<file path="src/rtl/iqrf_pkg.sv">
// shared types, codes and defaults for the inverse quadratic root finder
`timescale 1ns / 1ps
package iqrf_pkg;

  localparam int unsigned WORD_BITS_DEF     = 32;
  localparam int unsigned FRACTION_BITS_DEF = 16;

  localparam logic [6:0]  MAX_ITER        = 7'd64;
  localparam logic [6:0]  ITER_LIMIT_RST  = 7'd20;
  localparam logic [30:0] TOLERANCE_RST   = 31'd66;

  typedef enum logic [2:0] {
    ST_CONT       = 3'd0,
    ST_TOL        = 3'd1,
    ST_EXACT      = 3'd2,
    ST_LIMIT      = 3'd3,
    ST_START_ROOT = 3'd4,
    ST_FAULT      = 3'd5
  } status_e;

  typedef struct packed {
    logic signed [31:0] start_a;
    logic signed [31:0] start_b;
    logic signed [31:0] start_c;
  } in_word_t;

  typedef struct packed {
    logic [6:0]         iteration;
    logic signed [31:0] estimate;
    logic signed [31:0] residual;
    logic [30:0]        step_size;
    status_e            status;
    logic               last;
  } out_word_t;

  typedef enum logic {
    OP_MUL = 1'b0,
    OP_DIV = 1'b1
  } op_e;

  typedef enum logic [1:0] {
    U_IDLE = 2'd0,
    U_RUN  = 2'd1,
    U_FIN1 = 2'd2,
    U_FIN2 = 2'd3
  } unit_e;

  typedef struct packed {
    logic start;
    op_e  op;
  } unit_req_t;

  typedef struct packed {
    logic done;
    logic fault;
  } unit_rsp_t;

  typedef enum logic [1:0] {
    FN_A = 2'd0,
    FN_B = 2'd1,
    FN_C = 2'd2,
    FN_D = 2'd3
  } fn_e;

  typedef enum logic [4:0] {
    S_IDLE, S_FN_MUL, S_FN_SUB1, S_FN_SUB2, S_FN_STORE, S_CHECK, S_IT_BEGIN,
    S_IT_U, S_IT_V, S_IT_W, S_IT_S1, S_IT_M1, S_IT_S2, S_IT_M2, S_IT_S3,
    S_IT_S4, S_IT_M3, S_IT_T, S_IT_P, S_IT_S5, S_IT_S6, S_IT_M4, S_IT_S7,
    S_IT_Q, S_IT_R, S_IT_D, S_IT_E, S_IT_ABS, S_FAULT, S_STATUS, S_EMIT,
    S_SHIFT
  } ctrl_e;

endpackage

</file>
<file path="src/rtl/iqrf_serial_unit.sv">
// bit-serial signed fixed point multiplier and divider, one bit per cycle
`timescale 1ns / 1ps
module iqrf_serial_unit #(
  parameter int unsigned W = iqrf_pkg::WORD_BITS_DEF,
  parameter int unsigned F = iqrf_pkg::FRACTION_BITS_DEF
) (
  input  logic                clk_i,
  input  logic                rst_ni,
  input  iqrf_pkg::unit_req_t req_i,
  input  logic [W-1:0]        opa_i,
  input  logic [W-1:0]        opb_i,
  output iqrf_pkg::unit_rsp_t rsp_o,
  output logic [W-1:0]        res_o
);
  import iqrf_pkg::*;

  localparam int unsigned NW = W + F;
  localparam int unsigned PW = 2 * W - F + 1;
  localparam int unsigned MW = (PW > NW) ? PW : NW;
  localparam int unsigned CW = $clog2(NW + 1);

  unit_e state_q, state_d;
  op_e             op_q;
  logic            neg_q;
  logic            dz_q;
  logic [CW-1:0]   cnt_q;
  logic [W-1:0]    x_q;
  logic [2*W-1:0]  acc_q;
  logic [NW-1:0]   num_q;
  logic [W-1:0]    rem_q;
  logic [MW-1:0]   mag_q;

  logic [W-1:0]    mag_a, mag_b;
  logic [W:0]      mul_sum;
  logic [2*W-1:0]  acc_step;
  logic [W:0]      div_rt, div_sub;
  logic            div_ge;
  logic [W-1:0]    rem_step;
  logic [NW-1:0]   num_step;
  logic [PW-1:0]   mul_mag;
  logic [MW-1:0]   fin_mag;
  logic [MW-1:0]   lim;

  assign mag_a = opa_i[W-1] ? (~opa_i + W'(1)) : opa_i;
  assign mag_b = opb_i[W-1] ? (~opb_i + W'(1)) : opb_i;

  // shift-add step
  assign mul_sum  = {1'b0, acc_q[2*W-1:W]} + (acc_q[0] ? {1'b0, x_q} : '0);
  assign acc_step = {mul_sum, acc_q[W-1:1]};

  // restoring division step
  assign div_rt   = {rem_q, num_q[NW-1]};
  assign div_ge   = div_rt >= {1'b0, x_q};
  assign div_sub  = div_rt - {1'b0, x_q};
  assign rem_step = div_ge ? div_sub[W-1:0] : div_rt[W-1:0];
  assign num_step = {num_q[NW-2:0], div_ge};

  // drop fraction bits, round toward minus infinity on negative products
  assign mul_mag = {1'b0, acc_q[2*W-1:F]} + PW'(neg_q & (|acc_q[F-1:0]));
  assign fin_mag = (op_q == OP_MUL) ? MW'(mul_mag) : MW'(num_q);
  assign lim     = {{(MW-W+1){1'b0}}, {(W-1){1'b1}}} + MW'(neg_q);

  always_comb begin
    state_d = state_q;
    case (state_q)
      U_IDLE: begin
        if (req_i.start) begin
          state_d = (req_i.op == OP_DIV && opb_i == '0) ? U_FIN2 : U_RUN;
        end
      end
      U_RUN: begin
        if (cnt_q == CW'(1)) begin
          state_d = U_FIN1;
        end
      end
      U_FIN1:  state_d = U_FIN2;
      U_FIN2:  state_d = U_IDLE;
      default: state_d = U_IDLE;
    endcase
  end

  always_comb begin
    rsp_o.done  = (state_q == U_FIN2);
    rsp_o.fault = dz_q | (mag_q > lim);
    res_o       = neg_q ? (~mag_q[W-1:0] + W'(1)) : mag_q[W-1:0];
  end

  always_ff @(posedge clk_i or negedge rst_ni) begin
    if (!rst_ni) begin
      state_q <= U_IDLE;
      dz_q    <= 1'b0;
    end else begin
      state_q <= state_d;
      if (state_q == U_IDLE && req_i.start) begin
        dz_q <= (req_i.op == OP_DIV) && (opb_i == '0);
      end
    end
  end

  always_ff @(posedge clk_i) begin
    case (state_q)
      U_IDLE: begin
        if (req_i.start) begin
          op_q  <= req_i.op;
          neg_q <= opa_i[W-1] ^ opb_i[W-1];
          x_q   <= (req_i.op == OP_MUL) ? mag_a : mag_b;
          acc_q <= {{W{1'b0}}, mag_b};
          num_q <= {mag_a, {F{1'b0}}};
          rem_q <= '0;
          cnt_q <= (req_i.op == OP_MUL) ? CW'(W) : CW'(NW);
        end
      end
      U_RUN: begin
        if (op_q == OP_MUL) begin
          acc_q <= acc_step;
        end else begin
          num_q <= num_step;
          rem_q <= rem_step;
        end
        cnt_q <= cnt_q - CW'(1);
      end
      U_FIN1: mag_q <= fin_mag;
      default: ;
    endcase
  end

endmodule

</file>
<file path="src/rtl/inverse_quadratic_root_finder.sv">
// inverse quadratic interpolation root finder for x*x - x - 2, fixed point
// sequencing: start point evaluations and each iteration run their multiplies and
//   divides one at a time through the one shared bit-serial multiply/divide unit
// throughput: one run at a time, a new word is taken once the last result is queued
// reset: asynchronous active low, clears control state, limit 20, tolerance 66
`timescale 1ns / 1ps
module inverse_quadratic_root_finder #(
  parameter int unsigned WORD_BITS     = iqrf_pkg::WORD_BITS_DEF,
  parameter int unsigned FRACTION_BITS = iqrf_pkg::FRACTION_BITS_DEF
) (
  input  logic                clk_i,
  input  logic                rst_ni,
  // input words: three start points
  input  logic                in_valid_i,
  output logic                in_stall_o,
  input  iqrf_pkg::in_word_t  in_word_i,
  // result words
  output logic                out_valid_o,
  input  logic                out_stall_i,
  output iqrf_pkg::out_word_t out_word_o,
  // register port
  input  logic                psel,
  input  logic                penable,
  input  logic                pwrite,
  input  logic [2:0]          paddr,
  input  logic [31:0]         pwdata,
  output logic [31:0]         prdata,
  output logic                pready
);
  import iqrf_pkg::*;

  localparam int unsigned W  = WORD_BITS;
  localparam int unsigned F  = FRACTION_BITS;
  localparam int unsigned EW = (W > 32) ? W : 32;

  localparam logic [W-1:0] WMAX_C = {1'b0, {(W-1){1'b1}}};
  localparam logic [W-1:0] WMIN_C = {1'b1, {(W-1){1'b0}}};
  // fixed point 1.0 and 2.0, clipped to the word range
  localparam logic [W-1:0] ONE_C  = (F <= W - 2) ? (W'(1) << F) : WMAX_C;
  localparam logic [W-1:0] TWO_C  = (F + 1 <= W - 2) ? (W'(2) << F) : WMAX_C;

  // register index is address bit 2
  localparam logic REG_LIMIT = 1'b0;
  localparam logic REG_TOL   = 1'b1;

  // sign extend a 32 bit input and clamp it into the word
  function automatic logic [W-1:0] load_word(input logic [31:0] v);
    logic [EW-1:0] x, hi, lo;
    x  = EW'($signed(v));
    hi = {{(EW-W+1){1'b0}}, {(W-1){1'b1}}};
    lo = ~hi;
    if ($signed(x) > $signed(hi)) begin
      x = hi;
    end else if ($signed(x) < $signed(lo)) begin
      x = lo;
    end
    return x[W-1:0];
  endfunction

  // saturate a word to 32 bits signed
  function automatic logic [31:0] sat32(input logic [W-1:0] v);
    logic [EW-1:0] x, hi, lo;
    x  = EW'($signed(v));
    hi = EW'(32'h7fff_ffff);
    lo = ~hi;
    if ($signed(x) > $signed(hi)) begin
      x = hi;
    end else if ($signed(x) < $signed(lo)) begin
      x = lo;
    end
    return x[31:0];
  endfunction

  // saturate a non-negative step to 31 bits
  function automatic logic [30:0] sat_step(input logic [W-1:0] v);
    logic [EW-1:0] x;
    x = EW'(v);
    if (x > EW'(31'h7fff_ffff)) begin
      return 31'h7fff_ffff;
    end
    return x[30:0];
  endfunction

  // configuration registers
  logic [6:0]  iter_limit_q;
  logic [30:0] tolerance_q;
  logic        cfg_wr;

  // sequencer control
  ctrl_e state_q, state_d;
  logic        issued_q;
  fn_e         fn_q;
  logic [6:0]  iter_q;
  logic [6:0]  limit_q;
  logic [6:0]  limit_clamped;

  // working registers: points, function values, ratios, temporaries
  logic [W-1:0] pa_q, pb_q, pc_q, pd_q;
  logic [W-1:0] fa_q, fb_q, fc_q, fd_q;
  logic         sa_q, sb_q, sc_q, sd_q, fsat_q;
  logic [W-1:0] u_q, v_q, w_q;
  logic [W-1:0] t0_q, t1_q, t2_q;
  logic [W-1:0] e_q;
  logic [W-1:0] fx_q;
  out_word_t    res_q;

  // output register
  logic         out_valid_q;
  out_word_t    out_q;
  logic         out_free;

  // shared adder
  logic [W-1:0] alu_a, alu_b;
  logic         alu_sub;
  logic [W:0]   alu_sum;
  logic         alu_ovf;
  logic [W-1:0] alu_sat;

  // serial unit
  unit_req_t    u_req;
  unit_rsp_t    u_rsp;
  logic [W-1:0] u_a, u_b;
  logic [W-1:0] u_res;
  logic         unit_state;
  logic         u_ok;
  logic         u_bad;

  logic [W-1:0] fn_arg;
  logic         in_accept;
  logic         tol_met;
  status_e      it_status;

  // register port
  assign pready = 1'b1;
  assign cfg_wr = psel & penable & pwrite;

  always_comb begin
    case (paddr[2])
      REG_LIMIT: prdata = {25'd0, iter_limit_q};
      REG_TOL:   prdata = {1'b0, tolerance_q};
      default:   prdata = '0;
    endcase
  end

  always_ff @(posedge clk_i or negedge rst_ni) begin
    if (!rst_ni) begin
      iter_limit_q <= ITER_LIMIT_RST;
      tolerance_q  <= TOLERANCE_RST;
    end else if (cfg_wr) begin
      case (paddr[2])
        REG_LIMIT: iter_limit_q <= pwdata[6:0];
        REG_TOL:   tolerance_q  <= pwdata[30:0];
        default: ;
      endcase
    end
  end

  // limit of 0 acts as 1, anything above the maximum acts as the maximum
  always_comb begin
    if (iter_limit_q == 7'd0) begin
      limit_clamped = 7'd1;
    end else if (iter_limit_q > MAX_ITER) begin
      limit_clamped = MAX_ITER;
    end else begin
      limit_clamped = iter_limit_q;
    end
  end

  assign in_stall_o  = (state_q != S_IDLE);
  assign in_accept   = in_valid_i & ~in_stall_o;
  assign out_valid_o = out_valid_q;
  assign out_word_o  = out_q;
  assign out_free    = ~out_valid_q | ~out_stall_i;

  // argument of the function evaluation in flight
  always_comb begin
    case (fn_q)
      FN_A:    fn_arg = pa_q;
      FN_B:    fn_arg = pb_q;
      FN_C:    fn_arg = pc_q;
      FN_D:    fn_arg = pd_q;
      default: fn_arg = pa_q;
    endcase
  end

  // checked add/subtract with overflow and saturation value
  assign alu_sum = alu_sub ? ({alu_a[W-1], alu_a} - {alu_b[W-1], alu_b})
                           : ({alu_a[W-1], alu_a} + {alu_b[W-1], alu_b});
  assign alu_ovf = alu_sum[W] ^ alu_sum[W-1];
  assign alu_sat = alu_sum[W] ? WMIN_C : WMAX_C;

  assign unit_state = state_q inside {S_FN_MUL, S_IT_U, S_IT_V, S_IT_W, S_IT_M1,
                                      S_IT_M2, S_IT_M3, S_IT_P, S_IT_M4, S_IT_Q,
                                      S_IT_R};
  assign u_ok  = u_rsp.done & ~u_rsp.fault;
  assign u_bad = u_rsp.done & u_rsp.fault;

  // operand routing for the adder and the serial unit
  always_comb begin
    alu_a   = '0;
    alu_b   = '0;
    alu_sub = 1'b1;
    u_a     = '0;
    u_b     = '0;
    u_req.op    = OP_MUL;
    u_req.start = unit_state & ~issued_q;
    case (state_q)
      S_FN_MUL:  begin u_a = fn_arg; u_b = fn_arg; end
      S_FN_SUB1: begin alu_a = fx_q; alu_b = fn_arg; end
      S_FN_SUB2: begin alu_a = fx_q; alu_b = TWO_C; end
      S_IT_U:    begin u_req.op = OP_DIV; u_a = fb_q; u_b = fc_q; end
      S_IT_V:    begin u_req.op = OP_DIV; u_a = fb_q; u_b = fa_q; end
      S_IT_W:    begin u_req.op = OP_DIV; u_a = fa_q; u_b = fc_q; end
      S_IT_S1:   begin alu_a = u_q; alu_b = w_q; end
      S_IT_M1:   begin u_a = w_q; u_b = t0_q; end
      S_IT_S2:   begin alu_a = pc_q; alu_b = pb_q; end
      S_IT_M2:   begin u_a = t0_q; u_b = t1_q; end
      S_IT_S3:   begin alu_a = ONE_C; alu_b = u_q; end
      S_IT_S4:   begin alu_a = pb_q; alu_b = pa_q; end
      S_IT_M3:   begin u_a = t1_q; u_b = t2_q; end
      S_IT_T:    begin alu_a = t0_q; alu_b = t1_q; end
      S_IT_P:    begin u_a = v_q; u_b = t0_q; end
      S_IT_S5:   begin alu_a = w_q; alu_b = ONE_C; end
      S_IT_S6:   begin alu_a = v_q; alu_b = ONE_C; end
      S_IT_M4:   begin u_a = t1_q; u_b = t2_q; end
      S_IT_S7:   begin alu_a = u_q; alu_b = ONE_C; end
      S_IT_Q:    begin u_a = t1_q; u_b = t2_q; end
      S_IT_R:    begin u_req.op = OP_DIV; u_a = t0_q; u_b = t1_q; end
      S_IT_D:    begin alu_a = pb_q; alu_b = t0_q; alu_sub = 1'b0; end
      S_IT_E:    begin alu_a = pd_q; alu_b = pb_q; end
      S_IT_ABS:  begin alu_a = '0; alu_b = e_q; end
      default: ;
    endcase
  end

  iqrf_serial_unit #(
    .W (W),
    .F (F)
  ) u_serial (
    .clk_i  (clk_i),
    .rst_ni (rst_ni),
    .req_i  (u_req),
    .opa_i  (u_a),
    .opb_i  (u_b),
    .rsp_o  (u_rsp),
    .res_o  (u_res)
  );

  // stop tests for a finished iteration: exact root, then tolerance, then limit
  assign tol_met = EW'(e_q) <= EW'(tolerance_q);
  always_comb begin
    if (fd_q == '0) begin
      it_status = ST_EXACT;
    end else if (tol_met) begin
      it_status = ST_TOL;
    end else if (iter_q >= limit_q) begin
      it_status = ST_LIMIT;
    end else begin
      it_status = ST_CONT;
    end
  end

  // next state
  always_comb begin
    state_d = state_q;
    case (state_q)
      S_IDLE:     if (in_accept) state_d = S_FN_MUL;
      S_FN_MUL:   if (u_rsp.done) state_d = u_rsp.fault ? S_FN_STORE : S_FN_SUB1;
      S_FN_SUB1:  state_d = alu_ovf ? S_FN_STORE : S_FN_SUB2;
      S_FN_SUB2:  state_d = S_FN_STORE;
      S_FN_STORE: begin
        case (fn_q)
          FN_A, FN_B: state_d = S_FN_MUL;
          FN_C:       state_d = S_CHECK;
          FN_D:       state_d = S_STATUS;
          default:    state_d = S_IDLE;
        endcase
      end
      S_CHECK: begin
        state_d = (fa_q == '0 || fb_q == '0 || fc_q == '0) ? S_EMIT : S_IT_BEGIN;
      end
      // a saturated function value from an earlier evaluation is a fault here
      S_IT_BEGIN: state_d = (sa_q | sb_q | sc_q) ? S_FAULT : S_IT_U;
      S_IT_U:  if (u_bad) state_d = S_FAULT; else if (u_ok) state_d = S_IT_V;
      S_IT_V:  if (u_bad) state_d = S_FAULT; else if (u_ok) state_d = S_IT_W;
      S_IT_W:  if (u_bad) state_d = S_FAULT; else if (u_ok) state_d = S_IT_S1;
      S_IT_S1: state_d = alu_ovf ? S_FAULT : S_IT_M1;
      S_IT_M1: if (u_bad) state_d = S_FAULT; else if (u_ok) state_d = S_IT_S2;
      S_IT_S2: state_d = alu_ovf ? S_FAULT : S_IT_M2;
      S_IT_M2: if (u_bad) state_d = S_FAULT; else if (u_ok) state_d = S_IT_S3;
      S_IT_S3: state_d = alu_ovf ? S_FAULT : S_IT_S4;
      S_IT_S4: state_d = alu_ovf ? S_FAULT : S_IT_M3;
      S_IT_M3: if (u_bad) state_d = S_FAULT; else if (u_ok) state_d = S_IT_T;
      S_IT_T:  state_d = alu_ovf ? S_FAULT : S_IT_P;
      S_IT_P:  if (u_bad) state_d = S_FAULT; else if (u_ok) state_d = S_IT_S5;
      S_IT_S5: state_d = alu_ovf ? S_FAULT : S_IT_S6;
      S_IT_S6: state_d = alu_ovf ? S_FAULT : S_IT_M4;
      S_IT_M4: if (u_bad) state_d = S_FAULT; else if (u_ok) state_d = S_IT_S7;
      S_IT_S7: state_d = alu_ovf ? S_FAULT : S_IT_Q;
      S_IT_Q:  if (u_bad) state_d = S_FAULT; else if (u_ok) state_d = S_IT_R;
      S_IT_R:  if (u_bad) state_d = S_FAULT; else if (u_ok) state_d = S_IT_D;
      S_IT_D:  state_d = alu_ovf ? S_FAULT : S_IT_E;
      S_IT_E:  state_d = alu_ovf ? S_FAULT : S_IT_ABS;
      S_IT_ABS: state_d = (e_q[W-1] & alu_ovf) ? S_FAULT : S_FN_MUL;
      S_FAULT:  state_d = S_EMIT;
      S_STATUS: state_d = S_EMIT;
      S_EMIT: begin
        if (out_free) begin
          state_d = res_q.last ? S_IDLE : S_SHIFT;
        end
      end
      S_SHIFT: state_d = S_IT_BEGIN;
      default: state_d = S_IDLE;
    endcase
  end

  // control registers
  always_ff @(posedge clk_i or negedge rst_ni) begin
    if (!rst_ni) begin
      state_q     <= S_IDLE;
      issued_q    <= 1'b0;
      fn_q        <= FN_A;
      iter_q      <= '0;
      limit_q     <= '0;
      out_valid_q <= 1'b0;
    end else begin
      state_q <= state_d;

      if (u_req.start) begin
        issued_q <= 1'b1;
      end else if (u_rsp.done) begin
        issued_q <= 1'b0;
      end

      case (state_q)
        S_IDLE: begin
          if (in_accept) begin
            fn_q    <= FN_A;
            limit_q <= limit_clamped;
          end
        end
        S_FN_STORE: begin
          if (fn_q == FN_A) begin
            fn_q <= FN_B;
          end else if (fn_q == FN_B) begin
            fn_q <= FN_C;
          end
        end
        S_CHECK:  iter_q <= 7'd1;
        S_IT_ABS: fn_q   <= FN_D;
        S_SHIFT:  iter_q <= iter_q + 7'd1;
        default: ;
      endcase

      if (state_q == S_EMIT && out_free) begin
        out_valid_q <= 1'b1;
      end else if (!out_stall_i) begin
        out_valid_q <= 1'b0;
      end
    end
  end

  // datapath registers
  always_ff @(posedge clk_i) begin
    case (state_q)
      S_IDLE: begin
        if (in_accept) begin
          pa_q <= load_word(in_word_i.start_a);
          pb_q <= load_word(in_word_i.start_b);
          pc_q <= load_word(in_word_i.start_c);
        end
      end
      // f(x) = x*x - x - 2, an overflowing square saturates high
      S_FN_MUL: begin
        if (u_rsp.done) begin
          fx_q   <= u_rsp.fault ? WMAX_C : u_res;
          fsat_q <= u_rsp.fault;
        end
      end
      S_FN_SUB1, S_FN_SUB2: begin
        fx_q   <= alu_ovf ? alu_sat : alu_sum[W-1:0];
        fsat_q <= alu_ovf;
      end
      S_FN_STORE: begin
        case (fn_q)
          FN_A:    begin fa_q <= fx_q; sa_q <= fsat_q; end
          FN_B:    begin fb_q <= fx_q; sb_q <= fsat_q; end
          FN_C:    begin fc_q <= fx_q; sc_q <= fsat_q; end
          FN_D:    begin fd_q <= fx_q; sd_q <= fsat_q; end
          default: ;
        endcase
      end
      // start point root: a first, then b, then c
      S_CHECK: begin
        res_q.iteration <= '0;
        res_q.residual  <= '0;
        res_q.step_size <= '0;
        res_q.status    <= ST_START_ROOT;
        res_q.last      <= 1'b1;
        if (fa_q == '0) begin
          res_q.estimate <= sat32(pa_q);
        end else if (fb_q == '0) begin
          res_q.estimate <= sat32(pb_q);
        end else begin
          res_q.estimate <= sat32(pc_q);
        end
      end
      S_IT_U:  if (u_rsp.done) u_q  <= u_res;
      S_IT_V:  if (u_rsp.done) v_q  <= u_res;
      S_IT_W:  if (u_rsp.done) w_q  <= u_res;
      S_IT_S1: t0_q <= alu_sum[W-1:0];
      S_IT_M1: if (u_rsp.done) t0_q <= u_res;
      S_IT_S2: t1_q <= alu_sum[W-1:0];
      S_IT_M2: if (u_rsp.done) t0_q <= u_res;
      S_IT_S3: t1_q <= alu_sum[W-1:0];
      S_IT_S4: t2_q <= alu_sum[W-1:0];
      S_IT_M3: if (u_rsp.done) t1_q <= u_res;
      S_IT_T:  t0_q <= alu_sum[W-1:0];
      S_IT_P:  if (u_rsp.done) t0_q <= u_res;
      S_IT_S5: t1_q <= alu_sum[W-1:0];
      S_IT_S6: t2_q <= alu_sum[W-1:0];
      S_IT_M4: if (u_rsp.done) t1_q <= u_res;
      S_IT_S7: t2_q <= alu_sum[W-1:0];
      S_IT_Q:  if (u_rsp.done) t1_q <= u_res;
      S_IT_R:  if (u_rsp.done) t0_q <= u_res;
      S_IT_D:  pd_q <= alu_sum[W-1:0];
      S_IT_E:  e_q  <= alu_sum[W-1:0];
      S_IT_ABS: begin
        if (e_q[W-1]) begin
          e_q <= alu_sum[W-1:0];
        end
      end
      S_FAULT: begin
        res_q.iteration <= iter_q;
        res_q.estimate  <= '0;
        res_q.residual  <= '0;
        res_q.step_size <= '0;
        res_q.status    <= ST_FAULT;
        res_q.last      <= 1'b1;
      end
      S_STATUS: begin
        res_q.iteration <= iter_q;
        res_q.estimate  <= sat32(pd_q);
        res_q.residual  <= sat32(fd_q);
        res_q.step_size <= sat_step(e_q);
        res_q.status    <= it_status;
        res_q.last      <= (it_status != ST_CONT);
      end
      // a <- b, b <- c, c <- d, with their function values carried along
      S_SHIFT: begin
        pa_q <= pb_q;
        pb_q <= pc_q;
        pc_q <= pd_q;
        fa_q <= fb_q;
        fb_q <= fc_q;
        fc_q <= fd_q;
        sa_q <= sb_q;
        sb_q <= sc_q;
        sc_q <= sd_q;
      end
      default: ;
    endcase

    if (state_q == S_EMIT && out_free) begin
      out_q <= res_q;
    end
  end

endmodule

</file>
<file path="config.mk">
export PLATFORM = sky130hd
export DESIGN_NAME = inverse_quadratic_root_finder
export DESIGN_NICKNAME = d
export VERILOG_FILES = /design/src/rtl/iqrf_pkg.sv /design/src/rtl/iqrf_serial_unit.sv /design/src/rtl/inverse_quadratic_root_finder.sv
export SDC_FILE = /design/constraint.sdc
export NUM_CORES = 2
export LEC_CHECK = 0
export ABC_AREA = 1
export BUFFER_PORTS_ARGS = -buffer_cell sky130_fd_sc_hd__buf_2
export CAP_MARGIN = 25
export CORE_MARGIN = 1.5
export CORE_UTILIZATION = 45
export DETAILED_ROUTE_END_ITERATION = 8
export PLACE_DENSITY = 0.67
export SYNTH_ARGS = -nofsm -noshare
export SYNTH_HDL_FRONTEND = slang
export SYNTH_HIERARCHICAL = 1
export SYNTH_SLANG_ARGS = --single-unit
</file>
<file path="constraint.sdc">
create_clock -name clk_i -period 20 [get_ports clk_i]
set_clock_uncertainty 0.15 [all_clocks]
set_input_delay 4 -clock clk_i [delete_from_list [all_inputs] [get_ports clk_i]]
set_output_delay 4 -clock clk_i [all_outputs]
set_load 0.005 [all_outputs]
</file>
==> run metrics <==
share of the synthesized area in the top cell type=0.4756; Synth Register Bits=1026; largest net degree at the start of global routing=slightly below 200; Main synth FF type=edfxtp_1; worst-margin pin slew=between 1 and 1.5 ns; synth unique cells=just over 70; data arrival time of the worst path=approximately 5 ns; initial antenna violation count=11; Post-DP Area=~0.064 mm^2; total gr overflow=0; CP startpoint kind=input port; Area Growth Syn to Fin=11.92%; Post-Synthesis Net Count=7575; final worst setup slack=between 10 and 15 ns; post-route minimum period=9.143 ns; Final Instance Area=~0.07 mm^2; hpwl dp=roughly 200000 um; CTS clk-pin slew, worst paths=about 0.060 ns; most frequent cells in the layout=1946 x nand2_1, 962 x edfxtp_1, 874 x inv_1, 757 x nor2_1, 500 x o21ai_0; htree depth=3; GRT Util Overall=0.3756; max-slew violations=0; Post-Synthesis Cells=approximately 7300; Top Ports=approximately 280; worst vdd ir=between 200 and 300 uV; fillers=roughly 13000; number of CTS-inserted buffers=~110; ANT nets after route=0; core area=approximately 0.13 mm^2; drt total wl=between 200000 and 300000 um; Post-CTS Hold Buffers=0; f_max=~110 MHz; CP max FO=37; synth warn=6; LEAKAGE=between 20 and 30 nW; Util after Layout=0.5087; Finished Layout Cells=~9300; Skew-Pair Late Insertion Delay=between 0.8 and 0.9 ns; setup tns final=0 ns; Initial Util=0.4545; Clock Path Buffers=3; CTS tree=built; share of post-route cells with drive strength above 1=0.09550; placed insts=around 9000; Routability Congestion=between 1 and 1.5; root buffer cell=clkbuf_16; Site Rows=approximately 130; initial drt markers=9143; Synth area leaders=edfxtp_1 48%, nand2_1 12%, inv_1 5.4%; die height=370.4 um; relative slew slack=0.1280; Pre-antenna DRT Iters=9; die width=approximately 370 um; post-CTS sizing=0; failing checks=design-rule violations; count of input and output buffers=~270; Max-cap violations=0; vias=approximately 57000; Final Total Pwr=~13 mW; Synth area leader=edfxtp_1; full die area=0.1372 mm^2; most common cell after layout, fill and taps aside=nand2_1; RSZ-0062 raised after global routing=false; DR vias/cell=6.071; final hold violations=0; first-pass GRT wire length=369000 um; mean routed wirelength per cell=28.30 um; Power Density=roughly 190 mW/mm^2; pre-CTS setup slack=between 10 and 15 ns; Worst Setup End Kind=primary output; Critical Path RT=15.85 ns; clk sinks=approximately 1000; Final period util=0.4571; Mapped Avg Cell Area=about 8.4 um^2; sequential share of the synthesized area=0.5021; Hold/Removal Path Class=reg -> reg; status=complete, but fails checks; vias in the first global route=52390; nets=between 7000 and 8000; buffer count from post-CTS setup fixing=0; Final Hold Slack=0.2290 ns; Post-synth EDFFs=slightly below 1000; Mapped Area=just over 0.06 mm^2; critical path type=in -> out; share of synthesized flip-flops with an asynchronous set or reset=0.06238; # setup viols final=0; DRC viols=66
[routing by layer]
| layer | GRT usage | vias up | wire length [um] |
|---|---|---|---|
| li1 | - | 24920 | - |
| met3 | 0.1154 | 914 | 33640 |
| met4 | 0.2787 | 6 | 23700 |
| met1 | 0.4703 | 26830 | 97050 |
| met2 | 0.5451 | 3981 | 109700 |
| met5 | 0 | - | 36 |
[critical path: stages]
cell,delay [ns]
buf_2,0.46
inv_1,0.18
o21ai_0,0.20
buf_2,0.15
[registers in the layout (all words and copies together), names as in the netlist, 48 cells and up]
name            count
u_serial/mag_q     49
out_word_o        106
res_q             106
u_serial/num_q     48
u_serial/acc_q     64
[area by class of cell]
| class | instances | area, um^2 | share of cell area |
|---|---|---|---|
| well taps | 1768 | 2212 | 0.03254 |
| clock buffers | 124 | 2869 | 0.04221 |
| multi-input cells | 5041 | 25740 | 0.3787 |
| flip-flops and latches | 1026 | 30500 | 0.4487 |
| inverters | 902 | 3403 | 0.05007 |
| diodes | 4 | 10.01 | 0.0001473 |
| repair buffers | 379 | 2257 | 0.03321 |
| clock inverters | 88 | 983.4 | 0.01447 |
[cell families after synthesis]
family          count (synthesis)  share of synthesized area
compound gates               1178                     0.1144
buf+inv                      1187                    0.07707
simple gates                 3492                     0.2412
mux                             7                   0.001257
xor+xnor                      179                    0.02581
flops                        1026                     0.5021
other cells                     2                  0.0001237
fa+ha+maj                     183                    0.03807
[synthesized netlist by cell type, types with 66 or more instances]
cell type / instances
a21oi_1: 284
nand3_1: 408
edfxtp_1: 962
ha_1: 180
o21ai_0: 503
o22ai_1: 80
nand4_1: 107
xor2_1: 126
a22oi_1: 66
clkbuf_1: 195
inv_1: 880
nor3_1: 70
nand2_1: 1952
nor2_1: 767
a221oi_1: 76
[path summary, 6_finish.rpt]
path,start,endpoint,slack [ns],cells after the start
min in group asynchronous,rst_ni,tolerance_q[20],2.94,1
hold / removal,res_q[53],out_word_o[53],0.23,0
hold reg to reg,res_q[53],out_word_o[53],0.23,0
setup reg to reg,state_q[4],fx_q[26],11.41,21
setup / recovery,paddr[2],prdata[6],10.86,4
max in group asynchronous,rst_ni,state_q[4],16.15,2
[where the power goes]
part / total [mW] / switching (mW) / internal, mW
clock: 2.20 / 0.951 / 1.25
combinational: 6.96 / 5.18 / 1.78
sequential: 3.69 / 0.363 / 3.33
total: 12.9 / 6.50 / 6.36
Power figures use the tool's default switching activity.
